==> config.mk <==
export PLATFORM = sky130hd
export DESIGN_NAME = poq_cell
export DESIGN_NICKNAME = d
export VERILOG_FILES = /design/src/design/assert_macros.svh /design/src/design/poq_pkg.sv /design/src/design/poq_cell.sv
export SDC_FILE = /design/constraint.sdc
export NUM_CORES = 1
export LEC_CHECK = 0
export ABC_CLOCK_PERIOD_IN_PS = 2800
export BUFFER_PORTS_ARGS = -buffer_cell sky130_fd_sc_hd__buf_2
export CORE_MARGIN = 2
export CORE_UTILIZATION = 53
export DETAILED_ROUTE_END_ITERATION = 10
export GPL_TIMING_DRIVEN = 0
export PLACE_DENSITY = 0.91
export SETUP_SLACK_MARGIN = 0.3
export SYNTH_ARGS = -nofsm -noshare
export SYNTH_HDL_FRONTEND = slang
export SYNTH_SLANG_ARGS = --single-unit
==> constraint.sdc <==
create_clock -name clk_i -period 2.8 [get_ports clk_i]
set_clock_uncertainty 0.05 [all_clocks]
set_input_delay 0.56 -clock clk_i [delete_from_list [all_inputs] [get_ports clk_i]]
set_output_delay 0.56 -clock clk_i [all_outputs]
set_load 0.01 [all_outputs]
==> src/design/assert_macros.svh <==
// Assertion macros used by the top design file.
`ifndef ASSERT_MACROS_SVH
`define ASSERT_MACROS_SVH

`ifndef NO_ASSERTIONS

`define POQ_ASSERT(name, clk, rstn, prop) \
  name: assert property (@(posedge clk) disable iff (!(rstn)) (prop)) \
    else $error("assertion failed");

`define POQ_ASSERT_ALWAYS(name, clk, prop) \
  name: assert property (@(posedge clk) (prop)) \
    else $error("assertion failed");

`else

`define POQ_ASSERT(name, clk, rstn, prop)

`define POQ_ASSERT_ALWAYS(name, clk, prop)

`endif

`endif

==> src/design/poq_pkg.sv <==
`default_nettype none

package poq_pkg;

  localparam int COORD_W = 16;
  localparam int SIZE_W  = 15;
  localparam int CNT_OUT_W = 7;
  localparam int CFG_IDX_W = 3;

  typedef logic signed [COORD_W-1:0] coord_t;
  typedef logic [SIZE_W-1:0]         size_t;

  localparam coord_t COORD_MAX = {1'b0, {(COORD_W-1){1'b1}}};
  localparam coord_t COORD_MIN = {1'b1, {(COORD_W-1){1'b0}}};

  localparam logic [CFG_IDX_W-1:0] CFG_BORDER_LOW_X  = 3'd0;
  localparam logic [CFG_IDX_W-1:0] CFG_BORDER_LOW_Y  = 3'd1;
  localparam logic [CFG_IDX_W-1:0] CFG_BORDER_LOW_Z  = 3'd2;
  localparam logic [CFG_IDX_W-1:0] CFG_BORDER_HIGH_X = 3'd3;
  localparam logic [CFG_IDX_W-1:0] CFG_BORDER_HIGH_Y = 3'd4;
  localparam logic [CFG_IDX_W-1:0] CFG_BORDER_HIGH_Z = 3'd5;

  typedef enum logic [0:0] {
    OP_LOAD  = 1'b0,
    OP_QUERY = 1'b1
  } op_e;

  typedef struct packed {
    op_e    op;
    coord_t point_x;
    coord_t point_y;
    coord_t point_z;
    size_t  size_x;
    size_t  size_y;
    size_t  size_z;
  } in_t;

  typedef struct packed {
    logic                 in_obstacle;
    logic                 outside_border;
    logic                 blocked;
    logic                 table_full_error;
    logic [CNT_OUT_W-1:0] box_count;
  } out_t;

  typedef struct packed {
    coord_t x;
    coord_t y;
    coord_t z;
  } xyz_t;

  // travels down the cell chain, one cell per cycle unless the chain is stalled
  typedef struct packed {
    op_e  op;
    logic full;
    logic outside;
    logic hit;
    xyz_t pt;
    xyz_t up;
  } tok_t;

  function automatic coord_t sat_upper(coord_t lo, size_t sz);
    logic signed [COORD_W:0] sum;
    sum = {lo[COORD_W-1], lo} + $signed({2'b00, sz});
    if (sum > $signed({1'b0, COORD_MAX})) begin
      return COORD_MAX;
    end
    return sum[COORD_W-1:0];
  endfunction

endpackage

`default_nettype wire

==> src/design/poq_cell.sv <==
`default_nettype none

module poq_cell #(
  parameter int CNT_W = 7,
  parameter int IDX   = 0
) (
  input  wire logic               clk_i,
  input  wire logic               rst_ni,
  input  wire logic               adv_i,
  input  wire logic               vld_i,
  input  wire poq_pkg::tok_t      tok_i,
  input  wire logic [CNT_W-1:0]   cnt_i,
  output logic                    vld_o,
  output poq_pkg::tok_t           tok_o,
  output logic [CNT_W-1:0]        cnt_o
);

  poq_pkg::xyz_t    lo_q, hi_q;
  logic             vld_q;
  poq_pkg::tok_t    tok_q, tok_d;
  logic [CNT_W-1:0] cnt_q;
  logic             claim, live, enclosed;

  assign claim = vld_i && (tok_i.op == poq_pkg::OP_LOAD) && !tok_i.full &&
                 (cnt_i == CNT_W'(IDX + 1));
  assign live  = cnt_i > CNT_W'(IDX);

  assign enclosed = (tok_i.pt.x > lo_q.x) && (tok_i.pt.x < hi_q.x) &&
                    (tok_i.pt.y > lo_q.y) && (tok_i.pt.y < hi_q.y) &&
                    (tok_i.pt.z > lo_q.z) && (tok_i.pt.z < hi_q.z);

  always_comb begin
    tok_d = tok_i;
    if (tok_i.op == poq_pkg::OP_QUERY && live && enclosed) begin
      tok_d.hit = 1'b1;
    end
  end

  always_ff @(posedge clk_i or negedge rst_ni) begin
    if (!rst_ni) begin
      vld_q <= 1'b0;
    end else if (adv_i) begin
      vld_q <= vld_i;
    end
  end

  always_ff @(posedge clk_i) begin
    if (adv_i) begin
      tok_q <= tok_d;
      cnt_q <= cnt_i;
    end
  end

  always_ff @(posedge clk_i) begin
    if (adv_i && claim) begin
      lo_q <= tok_i.pt;
      hi_q <= tok_i.up;
    end
  end

  assign vld_o = vld_q;
  assign tok_o = tok_q;
  assign cnt_o = cnt_q;

endmodule

`default_nettype wire

# ---- Yosys cells after proc, flatten, opt, wreduce, memory -nomap -nowiden
# Cells that the tools add are included.
dict set report word_totals {
  regBits 204
  in_bits 111
  wordCells 39
  output_inout_bits 108
}
dict set report op_classes {
  bitwise_logic 1
  n_eq_ne 1
  reduce_logical 12
  n_lt_le_gt_ge 7
}
# operator count
set ops {}
lappend ops {{16-bit greater-than comparator} 3}
lappend ops {{16-bit less-than comparator} 3}
lappend ops {{1-bit logical AND} 11}
lappend ops {{7-bit by 1-bit == test with 1-bit output, second input constant} 1}
lappend ops {{7-bit by 1-bit greater-than comparator with 1-bit output, second input constant} 1}
lappend ops {{1-bit logical NOT} 1}
lappend ops {{1-bit inverter} 1}

# ---- Longest topological paths before layout
# Gate-level depths: netlist of the first run.
dict set report depth {
  ltp_word 7
  mapped_depth 8
  ltp_nobuf 8
}

# ---- Worst setup path after synthesis of the first run
# Ideal clock, no wire load.
dict set report synth_path {
  path_kind {input to register}
  startpoint {input port cnt_i[1]}
  endpoint {register hi_q[0] (netlist bit), enable pin}
  t_arrival_ps 10195
  setup_ps 797
  path_buffers 0
  path_slack_ps -8242
  required_time_ps 1953
  path_stages 2
  path_cell_list {or4_1 nor4_1}
}
dict set report synth_via {
  elab_chain_len 3
}
# item line
set synth_lines {}
lappend synth_lines {{start: declaration} poq_cell.sv:12} ;# input wire logic [CNT_W-1:0] cnt_i,
lappend synth_lines {{7-bit by 1-bit == test with 1-bit output} poq_cell.sv:25} ;# (cnt_i == CNT_W'(IDX + 1));
lappend synth_lines {{1-bit logical AND} poq_cell.sv:24} ;# assign claim = vld_i && (tok_i.op == poq_pkg::OP_LOAD) && !tok_i.full &&
lappend synth_lines {{1-bit logical AND} poq_cell.sv:55} ;# if (adv_i && claim) begin
lappend synth_lines {{end signal: assignment} poq_cell.sv:57} ;# hi_q <= tok_i.up;
lappend synth_lines {{end: declaration} poq_cell.sv:18} ;# poq_pkg::xyz_t lo_q, hi_q;
# No other way between the ends.
# A chain may end at the register's enable or synchronous reset.

# ---- Worst setup path in the final report of the first run
dict set report layout_path {
  startpoint {register hi_q[13] (netlist bit)}
  endpoint {register tok_q (netlist bit tok_o[96]), data pin}
}
dict set report layout_via {
  elab_chain_len 3
}
# item line
set layout_lines {}
lappend layout_lines {{16-bit less-than comparator} poq_cell.sv:30} ;# (tok_i.pt.z > lo_q.z) && (tok_i.pt.z < hi_q.z);
lappend layout_lines {{1-bit logical AND} poq_cell.sv:30}
lappend layout_lines {{1-bit logical AND} poq_cell.sv:34} ;# if (tok_i.op == poq_pkg::OP_QUERY && live && enclosed) begin
lappend layout_lines {{end signal: assignment} poq_cell.sv:49} ;# tok_q <= tok_d;
lappend layout_lines {{end: declaration} poq_cell.sv:20} ;# poq_pkg::tok_t tok_q, tok_d;
# No other way between the ends.

==> summary.txt, run 1 <==
Placed cells - 991
CTS tree - yes
WL final - 17.1 mm
Critical setup path kind - reg -> reg
Via/cell ratio - 5.13
Family with the most delay on the worst path - compound AO/OA/AOI/OAI gates
Synth Instances - 549
Final min period - 2.31 ns
Final core occ - 68.4%
Final setup fails - 0
H-tree depth - 1
Die area - 17200 µm²
Ratio of cells with drive above 1 in the final layout - 32.9%
Max Freq - 432 MHz
Detailed-router iteration count before antenna repair - 4
Port bufs - 218
Outcome - completed
CP max stage delay - 0.35 ns
Synthesized area per cell - 15.6 µm²
Crit path DAT - 2.63 ns
CP max stage cell - edfxtp_1
Final std cells w/o fill - 1034
Leading area contributor after synthesis - edfxtp_1
Die width - 131 µm
DRT iter0 DRCs - 233
Max cap viols - 0
R2R Path End - tok_o[96]$_SDFFCE_PP1P_
Peak supply drop - 0.476 mV
Worst Reg2Reg Path Length in Cells - 8
Final period util - 82.6%
Total track usage - 19.9%
Placement row count - 46
Min-Delay Endpoint - tok_o[10]$_DFFE_PP_
CP required - 3.11 ns
PD cells - 629 nW/µm²
Crit-path max FO - 2
Synth unique cells - 44
Clk sinks - 204
Post-synth EDFFs - 203
Slew @ Worst Pin - 0.736 ns
Leakage power - 4.75 nW
Worst-skew pair later-pin latency - 0.49 ns
Synth Flop Type - edfxtp_1
Via count - 5307
Slew margin rel. - 50.9%
First-pass GRT wire length - 27.2 mm
Worst R2R Start - hi_q[13]$_DFFE_PP_
Register area share after synthesis - 71.5%
DRC Markers - 0
Cells on Worst Hold Path - 1
Synth warn - 0
Core footprint - 15800 µm²
Routability cong. - 0.785
Clock Tree Buf Depth - 3
RSZ-0062 raised after global routing - no
HPWL Detailed - 12.7 mm
Yosys reg bits - 204
Total CTS buffers - 22
Post-synth top area share - 71.2%
Clock-pin slew on the worst setup and hold paths - 0.06 ns
Initial Util - 54.1%
Crit path cell chain - inv_1 > ha_1 > a21o_1 > a211o_1 > a2111oi_2 > o21ai_1 > a221oi_2 > a41o_1
CP Buf/Inv Count - 1
Most frequent cells in the layout - buf_2 (217), edfxtp_1 (203), inv_1 (98)
Critical path endpoint category - register
Gr ovfl total - 0
Final-report hold violation count - 0
Commonest non-fill, non-tap cell in the layout - buf_2
Number of global-route vias before repair - 5500
I/O pins - 219
Startpoint types - register
Synthesized area - 8560 µm²
Final net count - 1008
Pin count of the biggest net entering global routing - 59
# fillers - 1075
Clock root buffer - clkbuf_16
Max-slew violations - 0
Hold Path Class - in -> reg
P&R area growth vs syn - 26.3%
Hold path startpoint - tok_i[10]
Asr flop ratio synth - 0.490%
Initial antenna violation count - 3
Post-Syn Nets - 753
Routed Antenna Nets - 0
WL/cell - 16.6 µm
Hold_ws - 0.206 ns
DIE HEIGHT - 131 µm
Area contributors post-synth - edfxtp_1 (71%), ha_1 (14%), inv_1 (4.3%)
Setup slack, reg-to-reg - 0.49 ns
## synth_stat cells (2+ instances only)
cell type,number
a221oi_1,2
nand3_1,8
nand2_1,22
o21bai_1,2
and4_1,2
nor3_1,5
a21oi_1,27
inv_1,98
a211oi_1,5
nor2_1,13
a21o_1,7
edfxtp_1,203
nand4_1,9
a31oi_1,5
o21ai_1,3
nor3b_1,3
nor2b_1,3
o21ai_0,11
nor4_1,3
ha_1,93
or4_1,2
## per-layer routing
metal	part of all wire (%)	vias to the layer above	GRT usage, %	wire length [µm]
met5	0.12	-	0	21
met4	3.0	4	6.46	517
met3	6.7	39	4.71	1150
met2	50	190	34.7	8500
met1	41	2521	24.6	6940
li1	-	2553	-	-
## registers in the layout, indices dropped and copies added, names as in the netlist
register  flops
vld_o         1
hi_q         48
tok_o       100
cnt_o         7
lo_q         48
## cells by family (layout without fill, tap and decap cells)
| logic type | count (synthesis) | count (layout) | share of synthesized area [%] |
|---|---|---|---|
| compound gates | 77 | 77 | 5.89 |
| fa+ha+maj | 93 | 93 | 13.6 |
| buf+inv | 98 | 366 | 4.30 |
| flops | 204 | 204 | 71.5 |
| mux | 2 | 2 | 0.248 |
| other cells | 0 | 1 | 0 |
| simple gates | 75 | 75 | 4.51 |
## cell type report
cell class,count,area [µm²],share of cell area [%]
diodes,1,2.50,0.0231
well taps,216,270,2.50
flip-flops and latches,204,6120,56.6
inverters,98,368,3.40
clock inverters,8,88.8,0.821
clock buffers,29,598,5.53
repair buffers,231,1250,11.6
multi-input cells,247,2120,19.6
## worst register-to-register path: cells and delay by family (launching register included)
kind / cells / cell delay, ns
AO/OA/AOI/OAI: 6 / 1.47
flip-flops: 1 / 0.35
adder cells (fa/ha/maj): 1 / 0.24
buffers and inverters: 1 / 0.08
## metrics by stage
stage / TNS, ns / power (mW) / setup WS (ns) / cell area (µm²)
floorplan: -183.02 / 3.79 / -1.91 / 8580
global placement: -461.35 / 4.08 / -4.81 / 9940
detailed placement: -13.51 / 4.11 / -0.335 / 10100
CTS: 0 / 6.88 / 0.347 / 10800
global route: 0 / 7.06 / 0.300 / 10800
finish: 0 / 6.81 / 0.486 / 10800
## report_power, final
group	leakage (nW)	internal (mW)	switching (mW)
clock network	0.334	1.68	1.09
registers	1.92	3.50	0.0277
logic	2.49	0.215	0.303
## how the worst max path moves through the flow
stage	endpoint	depth (start not counted)	from	slack [ns]
after floorplan	hi_q[0]$_DFFE_PP_	2	cnt_i[1]	-1.91
after global placement	hi_q[37]$_DFFE_PP_	3	adv_i	-4.81
after detailed placement	hi_q[39]$_DFFE_PP_	6	adv_i	-0.34
after CTS	tok_o[96]$_SDFFCE_PP1P_	8	lo_q[47]$_DFFE_PP_	0.35
after global routing	tok_o[96]$_SDFFCE_PP1P_	8	hi_q[13]$_DFFE_PP_	0.30
final	tok_o[96]$_SDFFCE_PP1P_	8	hi_q[13]$_DFFE_PP_	0.49
## repair_timing
action	in CTS	in global routing
pin swaps	1	3
setup buffers	3	1
setup endpoints to repair	32	1
endpoints found under the hold margin	1	0
gates cloned	0	0
hold buffers	1	0
gates resized for setup	1	3
Power figures use the tool's default switching activity.
==> inputs of run 2 (changes only) <==
- ABC_CLOCK_PERIOD_IN_PS: 2800 -> 2000
- CORE_UTILIZATION: 53 -> 48
- PLACE_DENSITY: 0.91 -> 0.87
- clock period: 2.8 -> 2 ns (I/O delays scaled with it)
==> summary.txt, run 2 (same netlist as run 1, synthesis figures left out) <==
Final core occ - 65.6%
Worst-skew pair later-pin latency - 0.49 ns
Clk sinks - 204
WL final - 18.9 mm
Slew margin rel. - 68.3%
Cells on Worst Hold Path - 1
Startpoint types - register
Placement row count - 48
Total track usage - 19.9%
Outcome - complete, but fails checks
Clock root buffer - clkbuf_16
Core footprint - 17400 µm²
Critical path endpoint category - register
Final-report hold violation count - 0
HPWL Detailed - 13.2 mm
Crit path DAT - 2.56 ns
Worst R2R Start - lo_q[42]$_DFFE_PP_
Routed Antenna Nets - 0
WP depth - 8
Slew @ Worst Pin - 0.472 ns
DRC Markers - 0
Initial antenna violation count - 2
Routability cong. - 0.815
Critical setup path kind - reg -> reg
Crit-path max FO - 3
R2R Path End - tok_o[96]$_SDFFCE_PP1P_
H-tree depth - 1
CP required - 2.31 ns
Leakage power - 4.99 nW
Commonest non-fill, non-tap cell in the layout - buf_2
Via/cell ratio - 5.09
Die width - 138 µm
DRT iter0 DRCs - 176
Clock Tree Buf Depth - 3
Worst Slack Setup Final - -0.249 ns
Die area - 18900 µm²
Hold Path Class - in -> reg
Pin count of the biggest net entering global routing - 30
Initial Util - 49.3%
Max reg flops - 100
Worst setup startpoint - lo_q[42]$_DFFE_PP_
I/O pins - 219
DIE HEIGHT - 138 µm
Max cap viols - 0
P&R area growth vs syn - 32.9%
Post-layout power - 9.47 mW
CTS tree - yes
Clock-pin slew on the worst setup and hold paths - 0.06 ns
Port bufs - 218
Detailed-router iteration count before antenna repair - 4
Ratio of cells with drive above 1 in the final layout - 36.4%
Final net count - 1033
Via count - 5444
Setup slack, reg-to-reg - -0.25 ns
Crit path cell chain - inv_2 > ha_4 > nand4_1 > or4_4 > a21oi_4 > nor3b_2 > a221oi_2 > a41o_1
Gr ovfl total - 0
Max-slew violations - 0
Peak supply drop - 0.821 mV
WL/cell - 17.7 µm
RSZ-0062 raised after global routing - yes
Worst Reg2Reg Path Length in Cells - 8
PD cells - 832 nW/µm²
First-pass GRT wire length - 28.3 mm
CP max stage delay - 0.60 ns
Final period util - 112%
CP endpoint - tok_o[96]$_SDFFCE_PP1P_
Final min period - 2.25 ns
Total CTS buffers - 22
Max Freq - 445 MHz
Number of global-route vias before repair - 5686
Most frequent cells in the layout - buf_2 (216), edfxtp_1 (203), inv_1 (96)
Family with the most delay on the worst path - simple AND/OR/NAND/NOR gates
Final setup fails - 1
CP Buf/Inv Count - 1
Setup WS pre-CTS - -1.52 ns
Failing checks - negative setup slack
CP max stage cell - or4_4
==> run 2: what timing repair did <==
action,4_1_cts,5_1_grt
hold buffers,1,0
cloned,4,2
gates resized for setup,31,14
setup endpoints to repair,97,74
pin swaps,3,6
hold endpoints to repair,1,0
setup buffers,18,5
==> run 2: worst min-delay path by stage <==
stage,from,end
after global routing,cnt_i[6],cnt_o[6]$_DFFE_PP_
after global placement,rst_ni,vld_o$_DFFE_PN0P_
after detailed placement,rst_ni,vld_o$_DFFE_PN0P_
final,cnt_i[6],cnt_o[6]$_DFFE_PP_
after floorplan,rst_ni,vld_o$_DFFE_PN0P_
after CTS,cnt_i[6],cnt_o[6]$_DFFE_PP_
==> run 2: final cells by class <==
type                       instances  area [µm²]
fill                            1253        5970
inverter                          98         368
tap                              225         282
clock buffer                      28         594
timing repair buffer             256        1730
antenna                            1        2.50
multi-input combinational        247        2210
sequential                       204        6120
clock inverter                    10        72.6
==> run 2: metrics by stage <==
stage               hold WS (ns)  setup TNS, ns  instances  cell area [µm²]
finish                    0.0340         -0.249       1069            11400
global route             0.00899         -0.339       1068            11400
CTS                       0.0171         -0.264       1061            11200
detailed placement         0.125        -112.31       1000            10100
global placement           0.126        -593.02        992            10000
floorplan                 0.0544        -244.50        549             8630
==> run 2: power by group <==
| part | switching (mW) | total (mW) | internal [mW] |
|---|---|---|---|
| clock | 1.54 | 3.76 | 2.22 |
| sequential | 0.0422 | 4.94 | 4.90 |
| combinational | 0.441 | 0.772 | 0.331 |
| total | 2.02 | 9.47 | 7.45 |
==> run 2: routing by layer <==
layer / vias to the layer above / share of wire [%] / track usage (%)
met3: 32 / 7.6 / 5.19
met2: 199 / 51 / 35.4
met5: - / 0.069 / 0
li1: 2607 / - / -
met4: 2 / 2.0 / 5.78
met1: 2604 / 39 / 23.6
==> inputs of run 3 (changes only) <==
- ABC_AREA: unset -> 1
==> summary.txt, run 3 <==
TNS Setup - 0 ns
Register area share after synthesis - 69.1%
Hold_ws - 0.0346 ns
RSZ-0062 raised after global routing - yes
Routability cong. - 0.763
Final setup fails - 0
Synth Instances - 669
Synthesized area per cell - 13.2 µm²
Leading area contributor after synthesis - edfxtp_1
XOR/XNOR Fraction of Synth Area - 0%
Detailed-router iteration count before antenna repair - 4
Port bufs - 218
Multiplexer share of the synthesized area - 0%
Startpoint types - register
WL/cell - 16.0 µm
Total CTS buffers - 23
Simple-gate share of the synthesized area - 8.53%
Max cap viols - 0
Synth Area in Compound Gates - 3.35%
Hold path startpoint - tok_i[21]
Clock Tree Buf Depth - 3
Via count - 5764
DIE HEIGHT - 140 µm
Max reg flops - 100
Die area - 19500 µm²
Most frequent cells in the layout - buf_2 (217), edfxtp_1 (203), inv_1 (129)
Post-synth top area share - 68.8%
Ratio of cells with drive above 1 in the final layout - 34.3%
Placement row count - 49
Die width - 140 µm
Setup slack, reg-to-reg - 0.08 ns
Final-report hold violation count - 0
Synth Area in Adders - 13.1%
Initial Util - 49.1%
CTS tree - yes
Final std cells w/o fill - 1172
Peak supply drop - 0.834 mV
WL final - 18.7 mm
DRC Markers - 0
HPWL Detailed - 13.7 mm
Pin count of the biggest net entering global routing - 48
CP required - 2.32 ns
Post-Syn Nets - 873
Cells on Worst Hold Path - 1
Max-slew violations - 0
Crit path DAT - 2.25 ns
Commonest non-fill, non-tap cell in the layout - buf_2
Min-Delay Endpoint - tok_o[21]$_DFFE_PP_
Asr flop ratio synth - 0.490%
Worst-skew pair later-pin latency - 0.50 ns
Clock-pin slew on the worst setup and hold paths - 0.06 ns
Final min period - 1.92 ns
Outcome - completed
Worst Reg2Reg Path Length in Cells - 14
Clk sinks - 204
Total track usage - 18.7%
Routed Antenna Nets - 0
Synth warn - 0
Placed cells - 1122
DRT iter0 DRCs - 215
Final period util - 96.2%
Top-count cell post-synth - edfxtp_1
Largest family of logic cells by synthesized area - adder cells
Final net count - 1129
I/O pins - 219
Yosys reg bits - 204
Synth unique cells - 21
Synthesized area - 8850 µm²
Worst R2R Start - lo_q[31]$_DFFE_PP_
First-pass GRT wire length - 28.9 mm
H-tree depth - 1
Hold Path Class - in -> reg
P&R area growth vs syn - 31.0%
Post-synth EDFFs - 203
Post-synth top cells - edfxtp_1 (203), inv_1 (138), nand2_1 (121), ha_1 (93), a21oi_1 (39)
Clock root buffer - clkbuf_16
Via/cell ratio - 4.92
PD cells - 865 nW/µm²
Slew margin rel. - 75.8%
Initial antenna violation count - 2
Core footprint - 18000 µm²
Synth Flop Type - edfxtp_1
Slew @ Worst Pin - 0.359 ns
Max Freq - 520 MHz
Number of global-route vias before repair - 5986
Leakage power - 5.28 nW
Gr ovfl total - 0
Critical path endpoint category - register
R2R Path End - tok_o[96]$_SDFFCE_PP1P_
Critical setup path kind - reg -> reg
Area contributors post-synth - edfxtp_1 (69%), ha_1 (13%), inv_1 (5.8%)
Crit-path max FO - 4
[run 3: cell count changes in the layout (fill, tap and decap cells not counted), moves of 8 or more]
cell / before / now
a21oi_1: 26 / 34
buf_12: 9 / 0
buf_6: 11 / 0
inv_1: 96 / 129
nand2_1: 22 / 108
nand2_2: 0 / 13
[run 3: metrics by stage]
stage | area [µm²] | utilization [%] | setup slack (ns) | power (mW)
after global placement | 10400 | 57.8 | -4.49 | 5.76
after detailed placement | 10600 | 58.6 | -1.02 | 5.81
final | 11600 | 64.3 | 0.0753 | 10.0
after floorplan | 9030 | - | -1.48 | 5.34
after CTS | 11500 | 64.0 | 0.0269 | 10.1
after global routing | 11600 | 64.3 | -0.0961 | 10.4
[run 3: how the worst max path moves through the flow]
stage | startpoint | to | cells past startpoint
4_1_cts | lo_q[42]$_DFFE_PP_ | tok_o[96]$_SDFFCE_PP1P_ | 13
3_5_place_dp | adv_i | hi_q[43]$_DFFE_PP_ | 7
5_1_grt | lo_q[10]$_DFFE_PP_ | tok_o[96]$_SDFFCE_PP1P_ | 14
6_report | lo_q[31]$_DFFE_PP_ | tok_o[96]$_SDFFCE_PP1P_ | 14
3_3_place_gp | adv_i | hi_q[8]$_DFFE_PP_ | 3
2_1_floorplan | cnt_i[6] | hi_q[0]$_DFFE_PP_ | 3
[run 3: critical path, cell delays in order (launching register included)]
cell      delay [ns]
edfxtp_1        0.31
inv_1           0.06
ha_4            0.29
nand2_2         0.08
nor2_4          0.13
nand2_2         0.07
nor2_2          0.10
nand2_1         0.09
nand3_1         0.09
nand2_1         0.07
nand2_2         0.08
nand3_2         0.10
nor2_4          0.11
nand3_2         0.09
nand2_1         0.06
[run 3: cell families (layout without fill, tap and decap cells)]
logic type	count (synthesis)	in the layout
other	0	2
and+or+nand+nor	178	178
adders and majority gates	93	93
buffers and inverters	138	410
AOI/OAI and AO/OA	56	56
DFF	204	204
[run 3: layout make-up]
cell class / count / area (µm²)
antenna: 2 / 5.00
clock buffer: 26 / 587
clock inverter: 15 / 185
fill: 1310 / 6430
inverter: 138 / 518
multi-input combinational: 327 / 2520
sequential: 204 / 6120
tap: 229 / 287
timing repair buffer: 231 / 1370
[run 3: what timing repair did]
item,in CTS,in global routing
pin swaps,15,20
endpoints found under the setup margin,97,14
hold buffers,1,1
resized for setup,25,15
endpoints found under the hold margin,1,1
setup buffers,3,0
gates cloned,2,0
[run 3: where the power goes]
group          switching [mW]  internal, mW
clock                    1.63          2.63
combinational           0.485         0.344
sequential             0.0397          4.90
total                    2.15          7.88
[run 3: routing by layer]
layer  vias up  GRT usage [%]  share of wire [%]
li1       2811              -                  -
met1      2760           21.6                 38
met2       164           34.7                 54
met3        27           4.47                5.6
met4         2           5.05                2.0
met5         -              0              0.037
